--- config.mk ---
export PLATFORM = sky130hd
export DESIGN_NAME = nine_bit_frame_receiver_unit
export DESIGN_NICKNAME = d
export VERILOG_FILES = /design/src/nbfr_pkg.sv /design/src/nbfr_ctrl.sv /design/src/nbfr_dp.sv /design/src/nine_bit_frame_receiver_unit.sv
export SDC_FILE = /design/constraint.sdc
export NUM_CORES = 1
export LEC_CHECK = 0
export ABC_AREA = 1
export BUFFER_PORTS_ARGS = -buffer_cell sky130_fd_sc_hd__buf_4
export CAP_MARGIN = 20
export CORE_ASPECT_RATIO = 0.7
export CORE_MARGIN = 2
export CORE_UTILIZATION = 30
export DETAILED_ROUTE_END_ITERATION = 10
export PLACE_DENSITY = 0.51
export SYNTH_ARGS = -nofsm -noshare
export SYNTH_HDL_FRONTEND = slang
export SYNTH_SLANG_ARGS = --single-unit
--- constraint.sdc ---
create_clock -name clk_i -period 5.4 [get_ports clk_i]
set_input_delay 0.81 -clock clk_i [delete_from_list [all_inputs] [get_ports clk_i]]
set_output_delay 0.81 -clock clk_i [all_outputs]
set_load 0.01 [all_outputs]
--- src/nbfr_pkg.sv ---
// ----------------------------------------------------------------------------
// nbfr_pkg
// types and constants shared by the nine-bit frame receiver modules
// ----------------------------------------------------------------------------
package nbfr_pkg;

  localparam int unsigned SYMBOL_W       = 9;
  localparam int unsigned BYTE_W         = 8;
  localparam int unsigned SUM_W          = 16;
  localparam int unsigned MAX_PAYLOAD_W  = 6;
  localparam int unsigned LIMIT_W        = 9;   // holds max_payload + 3 and depths up to 256
  localparam int unsigned FRAME_OVERHEAD = 3;   // header byte plus two checksum bytes
  localparam int unsigned START_BIT      = 8;
  localparam int unsigned APB_ADDR_W     = 3;
  localparam int unsigned APB_DATA_W     = 32;

  localparam logic [MAX_PAYLOAD_W-1:0] MAX_PAYLOAD_RST = 6'd61;

  // word index of the registers on the configuration port
  localparam logic REG_MAX_PAYLOAD = 1'b0;

  typedef enum logic [1:0] {
    KIND_HEADER  = 2'd0,
    KIND_PAYLOAD = 2'd1,
    KIND_STATUS  = 2'd2
  } kind_e;

  typedef enum logic [1:0] {
    ST_OK       = 2'd0,
    ST_BAD_SUM  = 2'd1,
    ST_NO_START = 2'd2,
    ST_SHORT    = 2'd3
  } status_e;

  typedef enum logic [2:0] {
    S_IDLE,
    S_READ,
    S_BYTE,
    S_HI_READ,
    S_HI,
    S_LO_READ,
    S_STATUS
  } ctrl_state_e;

  // controller to datapath
  typedef struct packed {
    logic    store;        // write the symbol and update the fill count
    logic    start_read;   // rewind the read pointer and clear the sum
    logic    emit_byte;    // load the read byte into the output register
    logic    capture_hi;   // keep the high checksum byte
    logic    emit_status;  // load a status word into the output register
    logic    clear_fill;   // frame delivered
    status_e status_code;
  } dp_cmd_t;

  // datapath to controller
  typedef struct packed {
    logic no_start;
    logic closes;
    logic short_frame;
    logic last_payload;
    logic sum_ok;
    logic out_free;
  } dp_sts_t;

endpackage

--- src/nbfr_ctrl.sv ---
// ----------------------------------------------------------------------------
// nbfr_ctrl
// sequencer for symbol intake and frame readout
// ----------------------------------------------------------------------------
module nbfr_ctrl (
  input  logic              clk_i,
  input  logic              rst_ni,
  input  logic              in_valid_i,
  output logic              in_ready_o,
  input  nbfr_pkg::dp_sts_t sts_i,
  output nbfr_pkg::dp_cmd_t cmd_o
);
  import nbfr_pkg::*;

  ctrl_state_e state_q, state_d;

  always_ff @(posedge clk_i or negedge rst_ni) begin
    if (!rst_ni) begin
      state_q <= S_IDLE;
    end else begin
      state_q <= state_d;
    end
  end

  always_comb begin
    state_d    = state_q;
    cmd_o      = '0;
    in_ready_o = 1'b0;
    case (state_q)
      S_IDLE: begin
        in_ready_o = sts_i.out_free;
        if (in_valid_i && sts_i.out_free) begin
          if (sts_i.no_start) begin
            cmd_o.emit_status = 1'b1;
            cmd_o.status_code = ST_NO_START;
          end else begin
            cmd_o.store = 1'b1;
            if (sts_i.closes) begin
              if (sts_i.short_frame) begin
                cmd_o.emit_status = 1'b1;
                cmd_o.status_code = ST_SHORT;
              end else begin
                cmd_o.start_read = 1'b1;
                state_d          = S_READ;
              end
            end
          end
        end
      end
      S_READ: begin
        state_d = S_BYTE;
      end
      S_BYTE: begin
        if (sts_i.out_free) begin
          cmd_o.emit_byte = 1'b1;
          state_d         = sts_i.last_payload ? S_HI_READ : S_READ;
        end
      end
      S_HI_READ: begin
        state_d = S_HI;
      end
      S_HI: begin
        cmd_o.capture_hi = 1'b1;
        state_d          = S_LO_READ;
      end
      S_LO_READ: begin
        state_d = S_STATUS;
      end
      S_STATUS: begin
        if (sts_i.out_free) begin
          cmd_o.emit_status = 1'b1;
          cmd_o.status_code = sts_i.sum_ok ? ST_OK : ST_BAD_SUM;
          cmd_o.clear_fill  = 1'b1;
          state_d           = S_IDLE;
        end
      end
      default: begin
        state_d = S_IDLE;
      end
    endcase
  end

  a_ready_only_idle: assert property (@(posedge clk_i) disable iff (!rst_ni)
    in_ready_o |-> (state_q == S_IDLE))
    else $error("input taken outside idle");

endmodule

--- src/nbfr_dp.sv ---
// ----------------------------------------------------------------------------
// nbfr_dp
// frame store, fill count, read pointer, checksum and output register
// ----------------------------------------------------------------------------
module nbfr_dp #(
  parameter int unsigned BUFFER_DEPTH = 64
) (
  input  logic                                  clk_i,
  input  logic                                  rst_ni,
  input  logic [nbfr_pkg::SYMBOL_W-1:0]         symbol_i,
  input  logic                                  burst_end_i,
  input  logic [nbfr_pkg::MAX_PAYLOAD_W-1:0]    max_payload_i,
  input  nbfr_pkg::dp_cmd_t                     cmd_i,
  output nbfr_pkg::dp_sts_t                     sts_o,
  input  logic                                  out_ready_i,
  output logic                                  out_valid_o,
  output logic [1:0]                            kind_o,
  output logic [nbfr_pkg::BYTE_W-1:0]           value_o,
  output logic [1:0]                            status_o,
  output logic                                  last_o
);
  import nbfr_pkg::*;

  localparam int unsigned AW = $clog2(BUFFER_DEPTH);
  localparam int unsigned CW = $clog2(BUFFER_DEPTH + 1);

  logic [BYTE_W-1:0]  mem_q [BUFFER_DEPTH];
  logic [BYTE_W-1:0]  rd_data_q;
  logic [CW-1:0]      fill_q, fill_d;
  logic [AW-1:0]      ptr_q, ptr_d;
  logic [SUM_W-1:0]   sum_q, sum_d;
  logic [BYTE_W-1:0]  hi_q;

  logic               out_valid_q;
  kind_e              kind_q;
  logic [BYTE_W-1:0]  value_q;
  status_e            status_q;
  logic               last_q;

  logic               start;
  logic [CW-1:0]      base;
  logic [CW-1:0]      new_fill;
  logic [LIMIT_W-1:0] lim_raw;
  logic [LIMIT_W-1:0] lim;

  assign start    = symbol_i[START_BIT];
  assign base     = start ? '0 : fill_q;
  assign new_fill = base + CW'(1);

  // frame limit saturates at the store depth
  assign lim_raw = LIMIT_W'(max_payload_i) + LIMIT_W'(FRAME_OVERHEAD);
  assign lim     = (lim_raw > LIMIT_W'(BUFFER_DEPTH)) ? LIMIT_W'(BUFFER_DEPTH) : lim_raw;

  assign sts_o.no_start     = (fill_q == '0) && !start;
  assign sts_o.closes       = burst_end_i || (LIMIT_W'(new_fill) >= lim);
  assign sts_o.short_frame  = new_fill < CW'(FRAME_OVERHEAD);
  assign sts_o.last_payload = LIMIT_W'(ptr_q) == (LIMIT_W'(fill_q) - LIMIT_W'(FRAME_OVERHEAD));
  assign sts_o.sum_ok       = {hi_q, rd_data_q} == sum_q;
  assign sts_o.out_free     = !out_valid_q || out_ready_i;

  always_comb begin
    fill_d = fill_q;
    if (cmd_i.store) begin
      fill_d = new_fill;
    end else if (cmd_i.clear_fill) begin
      fill_d = '0;
    end
  end

  always_comb begin
    ptr_d = ptr_q;
    sum_d = sum_q;
    if (cmd_i.start_read) begin
      ptr_d = '0;
      sum_d = '0;
    end else if (cmd_i.emit_byte) begin
      ptr_d = ptr_q + AW'(1);
      sum_d = sum_q + SUM_W'(rd_data_q);
    end else if (cmd_i.capture_hi) begin
      ptr_d = ptr_q + AW'(1);
    end
  end

  // frame store, one write and one registered read a cycle
  always_ff @(posedge clk_i) begin
    if (cmd_i.store) begin
      mem_q[base[AW-1:0]] <= symbol_i[BYTE_W-1:0];
    end
    rd_data_q <= mem_q[ptr_q];
  end

  always_ff @(posedge clk_i or negedge rst_ni) begin
    if (!rst_ni) begin
      fill_q      <= '0;
      out_valid_q <= 1'b0;
    end else begin
      fill_q <= fill_d;
      if (cmd_i.emit_byte || cmd_i.emit_status) begin
        out_valid_q <= 1'b1;
      end else if (out_ready_i) begin
        out_valid_q <= 1'b0;
      end
    end
  end

  always_ff @(posedge clk_i) begin
    ptr_q <= ptr_d;
    sum_q <= sum_d;
    if (cmd_i.capture_hi) begin
      hi_q <= rd_data_q;
    end
    if (cmd_i.emit_byte) begin
      kind_q   <= (ptr_q == '0) ? KIND_HEADER : KIND_PAYLOAD;
      value_q  <= rd_data_q;
      status_q <= ST_OK;
      last_q   <= 1'b0;
    end else if (cmd_i.emit_status) begin
      kind_q   <= KIND_STATUS;
      value_q  <= '0;
      status_q <= cmd_i.status_code;
      last_q   <= 1'b1;
    end
  end

  assign out_valid_o = out_valid_q;
  assign kind_o      = kind_q;
  assign value_o     = value_q;
  assign status_o    = status_q;
  assign last_o      = last_q;

  a_fill_bound: assert property (@(posedge clk_i) disable iff (!rst_ni)
    LIMIT_W'(fill_q) <= LIMIT_W'(BUFFER_DEPTH))
    else $error("fill count beyond store depth");

  a_readout_full_frame: assert property (@(posedge clk_i) disable iff (!rst_ni)
    cmd_i.emit_byte |-> (fill_q >= CW'(FRAME_OVERHEAD)))
    else $error("readout of a frame shorter than three bytes");

endmodule

--- src/nine_bit_frame_receiver_unit.sv ---
// ----------------------------------------------------------------------------
// nine_bit_frame_receiver_unit
// rebuilds nine-bit multidrop frames and checks their 16-bit sum
// ----------------------------------------------------------------------------
// Each input word is one 9-bit link symbol plus a flag that marks the end of
// a burst. A symbol with bit 8 set opens a frame (and restarts one already
// open); its low byte is the header. Symbols that do not close the frame are
// stored with no result; intake goes on while the output is free. The frame
// closes at burst end or when it holds max_payload+3 bytes (never more than
// BUFFER_DEPTH). A closed frame of n >= 3 bytes is read back from the frame
// store one byte at a time: each header or payload word takes a store read,
// then an output register load; then come a checksum fetch of the two
// trailing big-endian bytes (high read, high capture, low read) and the
// status word. No input is taken during readout. A symbol seen with no frame
// open gives a single no-start status word; a frame closing with fewer than
// three bytes gives an insufficient-data status word and stays open. The
// final word caused by a symbol carries last. max_payload sits at byte
// address 0 of the APB port and resets to 61; write it only while idle.
// ----------------------------------------------------------------------------
module nine_bit_frame_receiver_unit #(
  parameter int unsigned BUFFER_DEPTH = 64
) (
  input  logic                                clk_i,
  input  logic                                rst_ni,
  // symbol intake
  input  logic                                in_valid_i,
  output logic                                in_ready_o,
  input  logic [nbfr_pkg::SYMBOL_W-1:0]       symbol_i,
  input  logic                                burst_end_i,
  // result words
  output logic                                out_valid_o,
  input  logic                                out_ready_i,
  output logic [1:0]                          kind_o,
  output logic [nbfr_pkg::BYTE_W-1:0]         value_o,
  output logic [1:0]                          status_o,
  output logic                                last_o,
  // configuration
  input  logic                                psel,
  input  logic                                penable,
  input  logic                                pwrite,
  input  logic [nbfr_pkg::APB_ADDR_W-1:0]     paddr,
  input  logic [nbfr_pkg::APB_DATA_W-1:0]     pwdata,
  output logic [nbfr_pkg::APB_DATA_W-1:0]     prdata,
  output logic                                pready
);
  import nbfr_pkg::*;

  logic [MAX_PAYLOAD_W-1:0] max_payload_q;
  logic                     reg_sel;
  dp_cmd_t                  cmd;
  dp_sts_t                  sts;

  // register file: a single six-bit register, zero wait states
  assign pready  = 1'b1;
  assign reg_sel = paddr[APB_ADDR_W-1] == REG_MAX_PAYLOAD;

  always_ff @(posedge clk_i or negedge rst_ni) begin
    if (!rst_ni) begin
      max_payload_q <= MAX_PAYLOAD_RST;
    end else if (psel && penable && pwrite && pready && reg_sel) begin
      max_payload_q <= pwdata[MAX_PAYLOAD_W-1:0];
    end
  end

  assign prdata = reg_sel ? APB_DATA_W'(max_payload_q) : '0;

  // sequencer: decides intake, readout steps and status codes
  nbfr_ctrl u_ctrl (
    .clk_i      (clk_i),
    .rst_ni     (rst_ni),
    .in_valid_i (in_valid_i),
    .in_ready_o (in_ready_o),
    .sts_i      (sts),
    .cmd_o      (cmd)
  );

  // frame store, counters, running sum and output register
  nbfr_dp #(
    .BUFFER_DEPTH (BUFFER_DEPTH)
  ) u_dp (
    .clk_i         (clk_i),
    .rst_ni        (rst_ni),
    .symbol_i      (symbol_i),
    .burst_end_i   (burst_end_i),
    .max_payload_i (max_payload_q),
    .cmd_i         (cmd),
    .sts_o         (sts),
    .out_ready_i   (out_ready_i),
    .out_valid_o   (out_valid_o),
    .kind_o        (kind_o),
    .value_o       (value_o),
    .status_o      (status_o),
    .last_o        (last_o)
  );

  // intake never overwrites a word still waiting at the output
  a_intake_output_free: assert property (@(posedge clk_i) disable iff (!rst_ni)
    in_ready_o |-> (!out_valid_o || out_ready_i))
    else $error("symbol taken while output word blocked");

  // last marks status words and only those
  a_last_on_status: assert property (@(posedge clk_i) disable iff (!rst_ni)
    out_valid_o |-> (last_o == (kind_o == KIND_STATUS)))
    else $error("last flag does not match word kind");

endmodule
==> results.yml, run 1 <==
logic_synthesis:
  synth.ff_latch_count: 580
  synth_top_flop_cell: "edfxtp_1"
  seq_area_frac_synth_pct: 69.94
  synth_enable_flop_cells: 530
  synthesis.area_sq_um: 24320
  synthesis.instances: 2072
  post_synth_num_cell_types: 49
  synth.avg_cell_area_sq_um: 11.74
  async_reset_ff_share_pct: 2.931
  yosys_warnings: 0
floorplan:
  dieArea_sq_um: 83390
  top_level_ports: 100
  chipHeight_microns: 242.2
  effective_utilization_at_floorplan_pct: 30.23
  floorplan.die.width_microns: 344.3
  core_sq_um: 80440
  core.rowCount: 87
placement:
  detailed_place_hpwl_microns: 39790
  io_buffers: 44
  gpl.final_weighted_congestion: 0.8512
setup_path:
  crit_required_ps: 5570
  arrival_ps: 4010
  path_cells: "inv_2 -> nor2_1 -> ha_1 -> nand4_1 -> nor2_1 -> nand2_1 -> nand2_1 -> inv_1 -> ha_1 -> a21oi_1 -> a21boi_0 -> nand4_1 -> nand2_1 -> nand2_1 -> nand2_2 -> nand3_1"
  worstPathMaxFanout: 10
  cp-end-kind: "flop"
  critical-path-slowest-cell: "dfrtp_1"
  worst-setup-path-type: "reg2reg"
  rr_startpoint: "u_dp.fill_q[0]"
  max_stage_delay_ps: 490
  timing.critical_path.from: "u_dp.fill_q[0]"
  crit_path_start_kind: "flop"
  timing.critical_path.mode_cell: "nand2_1"
finish:
  antenna-diode-count: 0
  final_util_pct: 34.26
  layout.cells.most_common: "edfxtp_1"
  layout-drive-gt1-share_pct: 10.04
  final_net_count: 2180
  areaGrowthSynthToFinish_pct: 13.33
  layout_common_cells: "edfxtp_1 (530), nor2_1 (423), o21ai_0 (282)"
  final-seq-area_sq_um: 17020
  multi_input_comb_area_sq_um: 6346
  nFillCells: 7902
timing:
  timing_max_transition_violations_final: 0
  final_setup_violation_count: 0
  final_hold_viol_count: 0
  worst_slew_pin_slew_ps: 1066
  layout_min_cycle_time_ps: 3832
  grt_setup_unrepaired: "no"
  timing.setup.tns_ps: 0
  final.setup_skew_ps: 19.62
  share_of_the_clock_period_used_by_the_worst_path_after_layout_pct: 70.97
  timing.slew.headroom_pct: 28.96
  maxClockFrequency_mhz: 260.9
clocking:
  clkSlewWorstSetupHoldPaths_ps: 70
  cts.htree.levels: 2
  worst_skew_pair.late_latency_ps: 610
  cts_hold_repair.buffers: 0
  ctsLongestPathBuffers: 3
  clockRootBuffer: "clkbuf_16"
  total_clock_buffers_created_by_cts: 54
  postCtsSetupBuffers: 0
  clkSinkCount: 580
  post_cts_resize_count: 0
  cts_tree: "yes"
run_status:
  outcome: "complete, no violations"
min_path:
  path_class_of_the_lowest_slack_min_delay_path: "in2async"
global_route:
  antenna_found_initial: 3
  largest_net_degree_at_the_start_of_global_routing: 160
  grt.total_usage_pct: 15.50
  overflow: 0
  global_route_wire_length_before_repair_microns: 98110
  grt_pass1_vias: 15080
power:
  total_power_of_the_final_layout_mw: 13.59
  peakVddDrop_v: 0.0003880
  power_leakage_nw: 9.372
  cellPowerDensity_nw_per_um2: 493.2
route:
  drc: 0
  drt_pass1_iterations: 6
  routed_wirelength_microns: 65830
  drt.antenna.violating_nets: 0
  routed-via-count: 16090
  routed_via_density: 4.999
  dr.first_iter.drc_count: 1497
  post_drt_wl_per_cell_microns: 20.45
flow_run:
  timing.max_cap.violations: 0
synthesized netlist by cell type, types with 3 or more instances:
master,number,area [sq um]
nand2_2,4,25.02
ha_1,22,275.3
nand4_1,32,200.2
a31oi_1,3,18.77
xor2_1,14,122.6
nor2_1,424,1592
nand2_1,182,683.2
a21oi_1,36,180.2
buf_2,42,210.2
clkbuf_1,63,236.5
nor3b_1,3,22.52
buf_4,32,240.2
dfrtp_1,12,300.3
or2_2,3,18.77
nand3_2,3,30.03
dfstp_2,5,131.4
nor2_2,4,25.02
o211ai_1,37,277.8
o221ai_1,14,122.6
nor3_1,8,40.04
dfxtp_1,33,660.6
xnor2_1,7,61.31
inv_2,7,26.28
o21ai_0,282,1411
a221oi_1,5,43.79
o22ai_1,91,569.3
edfxtp_1,530,15920
nand3_1,53,265.3
a21oi_2,7,61.31
inv_1,88,330.3
report_power, final:
| part | switching [mW] | total, mW | leakage (nW) | internal [mW] |
|---|---|---|---|---|
| Clock | 1.70 | 3.90 | 0.872 | 2.19 |
| Sequential | 0.268 | 5.44 | 5.26 | 5.18 |
| Combinational | 3.00 | 4.25 | 3.24 | 1.25 |
cell type report:
class,instances,area share [%]
flip-flops and latches,580,61.75
clock inverters,31,1.171
well taps,1068,4.849
repair buffers,92,2.597
multi-input cells,1281,23.03
clock buffers,71,5.285
inverters,96,1.326
routing by layer:
layer / routed length (microns) / global-route usage [%]
met2: 28060 / 21.92
met1: 30920 / 23.49
met3: 5697 / 4.182
met5: 0 / 0
met4: 1156 / 3.299
worst paths after layout:
path	endpoint	slack, ps	cells past startpoint
worst max-delay path	u_dp.value_o[6]	1570	16
worst min register to register	u_dp.sum_q[3]	480	2
worst max register to register	u_dp.value_o[6]	1570	16
max in group asynchronous	max_payload_q[4]	5050	1
min in group clk_i	max_payload_q[3]	440	3
worst min-delay path	max_payload_q[1]	70	1
registers in the layout (all words and copies together) (netlist names), 6 cells and up:
signal	count
u_dp.mem_q	512
u_dp.sum_q	16
u_dp.hi_q	8
u_dp.rd_data_q	8
u_dp.value_o	8
u_dp.fill_q	7
max_payload_q	6
u_dp.ptr_q	6
per-stage QoR:
stage | instance area (sq um) | hold slack [ps] | cells | worst slack [ps]
floorplan | 24410 | 434.2 | 2097 | 1961
global placement | 25780 | 457.6 | 3117 | 1171
detailed placement | 25780 | 468.7 | 3117 | 1210
CTS | 27560 | 51.33 | 3219 | 1571
global route | 27560 | 63.80 | 3219 | 1244
finish | 27560 | 69.72 | 3219 | 1568
critical path, delay by kind of cell, from the launching register on:
family,cells,cell delay [ps]
simple gates,10,1790
fa+ha+maj,2,600
flops,1,490
compound gates,2,320
buf+inv,2,180
cells by family (layout without fill, tap and decap cells):
logic type / count (synthesis) / in the layout / synth area share, %
xor+xnor: 21 / 21 / 0.7563
compound gates: 485 / 485 / 11.36
buf+inv: 236 / 290 / 4.384
simple gates: 725 / 725 / 12.32
other cells: 2 / 27 / 0.03088
fa+ha+maj: 23 / 23 / 1.214
flops: 580 / 580 / 69.94
(Power assumes the default switching activity.)
==> inputs of run 2 (changes only) <==
- ABC_AREA: 1 -> 0
- PLACE_DENSITY: 0.51 -> 0.52
- clock period: 5.4 -> 3.36 ns (I/O delays scaled with it)
==> run 2 against run 1 <==
Sequential power grew 60%. Final area up 0.54%. Worst hold slack gained 53 ps. Clock-buffer cell count decreased by 5. Global-route usage decreased by 0.79 points. Register-to-register slack got worse by 1300 ps. Clock skew increased by 6.5 ps. Setup slack worse by 1300 ps. Combinational power grew 55%. Synthesized cell count down 33%. Largest cell class unchanged. Cell count fell by 19%.
==> results.yml, run 2 <==
run_status:
  outcome: "complete, no violations"
clocking:
  cts_hold_repair.buffers: 1
  post_cts_resize_count: 0
  worst_skew_pair.late_latency_ps: 630
  total_clock_buffers_created_by_cts: 54
  cts.htree.levels: 2
  clkSlewWorstSetupHoldPaths_ps: 70
  clockRootBuffer: "clkbuf_16"
  postCtsSetupBuffers: 0
  cts_tree: "yes"
  clkSinkCount: 580
  ctsLongestPathBuffers: 3
global_route:
  overflow: 0
  grt.total_usage_pct: 14.71
  global_route_wire_length_before_repair_microns: 87830
  antenna_found_initial: 1
  grt_pass1_vias: 12570
  largest_net_degree_at_the_start_of_global_routing: 65
finish:
  areaGrowthSynthToFinish_pct: 16.08
  multi_input_comb_area_sq_um: 6309
  antenna-diode-count: 0
  final_net_count: 1600
  layout_common_cells: "edfxtp_1 (530), buf_4 (154), mux4_2 (124)"
  final-seq-area_sq_um: 17020
  nFillCells: 7451
  final_util_pct: 35.18
  layout-drive-gt1-share_pct: 24.78
  max_ffs_per_register: 512
  instances_no_fill: 2618
  layout.cells.most_common: "edfxtp_1"
logic_synthesis:
  synthesis.instances: 1382
  synth_top_flop_cell: "edfxtp_1"
  synth_enable_flop_cells: 530
  yosys_warnings: 0
  async_reset_ff_share_pct: 2.931
  ys_top_cells_by_count: "edfxtp_1 (530), mux4_2 (124), nor2_1 (120)"
  synth.avg_cell_area_sq_um: 17.27
  synthesis.area_sq_um: 23870
  ys_top_cells_by_area: "edfxtp_1 (67%), mux4_2 (12%), dfxtp_1 (2.8%)"
  post_synth_num_cell_types: 71
  synth.ff_latch_count: 580
  seq_area_frac_synth_pct: 71.25
  synth_largest_area_cell: "edfxtp_1"
  yosys.cell_count.top_type: "edfxtp_1"
  synth_top_area_share_pct: 66.68
floorplan:
  core_sq_um: 78770
  core.rowCount: 86
  dieArea_sq_um: 81870
  floorplan.die.width_microns: 341.1
  effective_utilization_at_floorplan_pct: 30.30
  chipHeight_microns: 240.0
  top_level_ports: 100
setup_path:
  cp-end-kind: "flop"
  worst-setup-path-type: "reg2reg"
  reg2regPathDepth: 12
  crit_required_ps: 3650
  arrival_ps: 3400
  worstPathMaxFanout: 10
  crit_path_start_kind: "flop"
route:
  drt.antenna.violating_nets: 0
  dr.first_iter.drc_count: 1280
  drc: 0
  routed_via_density: 4.948
  routed-via-count: 12960
  routed_wirelength_microns: 60030
  post_drt_wl_per_cell_microns: 22.93
  drt_pass1_iterations: 5
min_path:
  path_class_of_the_lowest_slack_min_delay_path: "in2reg"
  worst_hold_path.num_cells: 2
flow_run:
  timing.max_cap.violations: 0
placement:
  gpl.final_weighted_congestion: 0.8241
  detailed_place_hpwl_microns: 39200
  io_buffers: 44
  cell_total_after_placement: 2524
timing:
  maxClockFrequency_mhz: 321.5
  final_hold_viol_count: 0
  share_of_the_clock_period_used_by_the_worst_path_after_layout_pct: 92.56
  final.setup_skew_ps: 26.14
  timing.slew.headroom_pct: 42.41
  timing.setup.tns_ps: 0
  timing_max_transition_violations_final: 0
  grt_setup_unrepaired: "no"
  final_setup_violation_count: 0
  layout_min_cycle_time_ps: 3110
  worst_slew_pin_slew_ps: 863.3
power:
  peakVddDrop_v: 0.0004084
  power_leakage_nw: 9.089
  cellPowerDensity_nw_per_um2: 771.4
==> run 2: final timing paths <==
kind,slack (ps),to,start
min,120,max_payload_q[0],pwdata[0]
max,250,u_dp.value_o[6],max_payload_q[0]
max reg2reg,250,u_dp.value_o[6],max_payload_q[0]
max in group asynchronous,2780,max_payload_q[5],rst_ni
min in group asynchronous,300,max_payload_q[1],rst_ni
min reg2reg,460,u_dp.sum_q[5],u_dp.sum_q[5]
==> run 2: logic make-up after synthesis <==
| group | share of synthesized area (%) |
|---|---|
| other cells | 0.03146 |
| flops | 71.25 |
| simple gates | 6.332 |
| xor+xnor | 1.394 |
| fa+ha+maj | 1.237 |
| mux | 12.63 |
| buf+inv | 2.741 |
| compound gates | 4.382 |
==> run 2: area by class of cell <==
class / instances / share of cell area [%]
multi-input cells: 708 / 22.77
clock buffers: 66 / 5.116
clock inverters: 27 / 1.016
repair buffers: 161 / 4.642
flip-flops and latches: 580 / 61.42
inverters: 20 / 0.2709
well taps: 1056 / 4.769
==> run 2: critical path, cell delays in order, from the launching register on <==
cell	delay, ps
dfstp_2	590
inv_1	70
ha_1	240
nor2_1	180
and3_1	230
inv_1	70
ha_1	320
a211oi_1	220
nand3_1	90
a31oi_1	180
nor3_1	90
o21bai_1	240
o21ai_2	250
==> run 2: power breakdown <==
part           switching (mW)  leakage [nW]  total, mW  internal (mW)
Combinational            3.77          3.01       6.59           2.82
Clock                    2.68         0.821       6.05           3.37
Sequential              0.455          5.26       8.73           8.28
Total                    6.90          9.09       21.4           14.5
==> run 2: stage by stage <==
step	power (mW)	setup slack [ps]	hold slack (ps)	cell area, sq um
final	21.38	250.0	123.1	27710
after floorplan	13.03	6.886	208.4	23970
after CTS	21.57	238.3	82.08	27710
after detailed placement	15.50	231.8	393.4	26000
after global routing	22.37	36.12	103.6	27710
after global placement	15.45	194.4	387.1	26000
==> run 2: routing by layer <==
| layer | vias to the layer above | track usage [%] | share of wire, % |
|---|---|---|---|
| met2 | 421 | 20.57 | 42 |
| met3 | 61 | 3.645 | 8.1 |
| met5 | - | 0 | 0 |
| met4 | 0 | 3.284 | 1.5 |
| met1 | 6782 | 22.76 | 48 |
| li1 | 5691 | - | - |
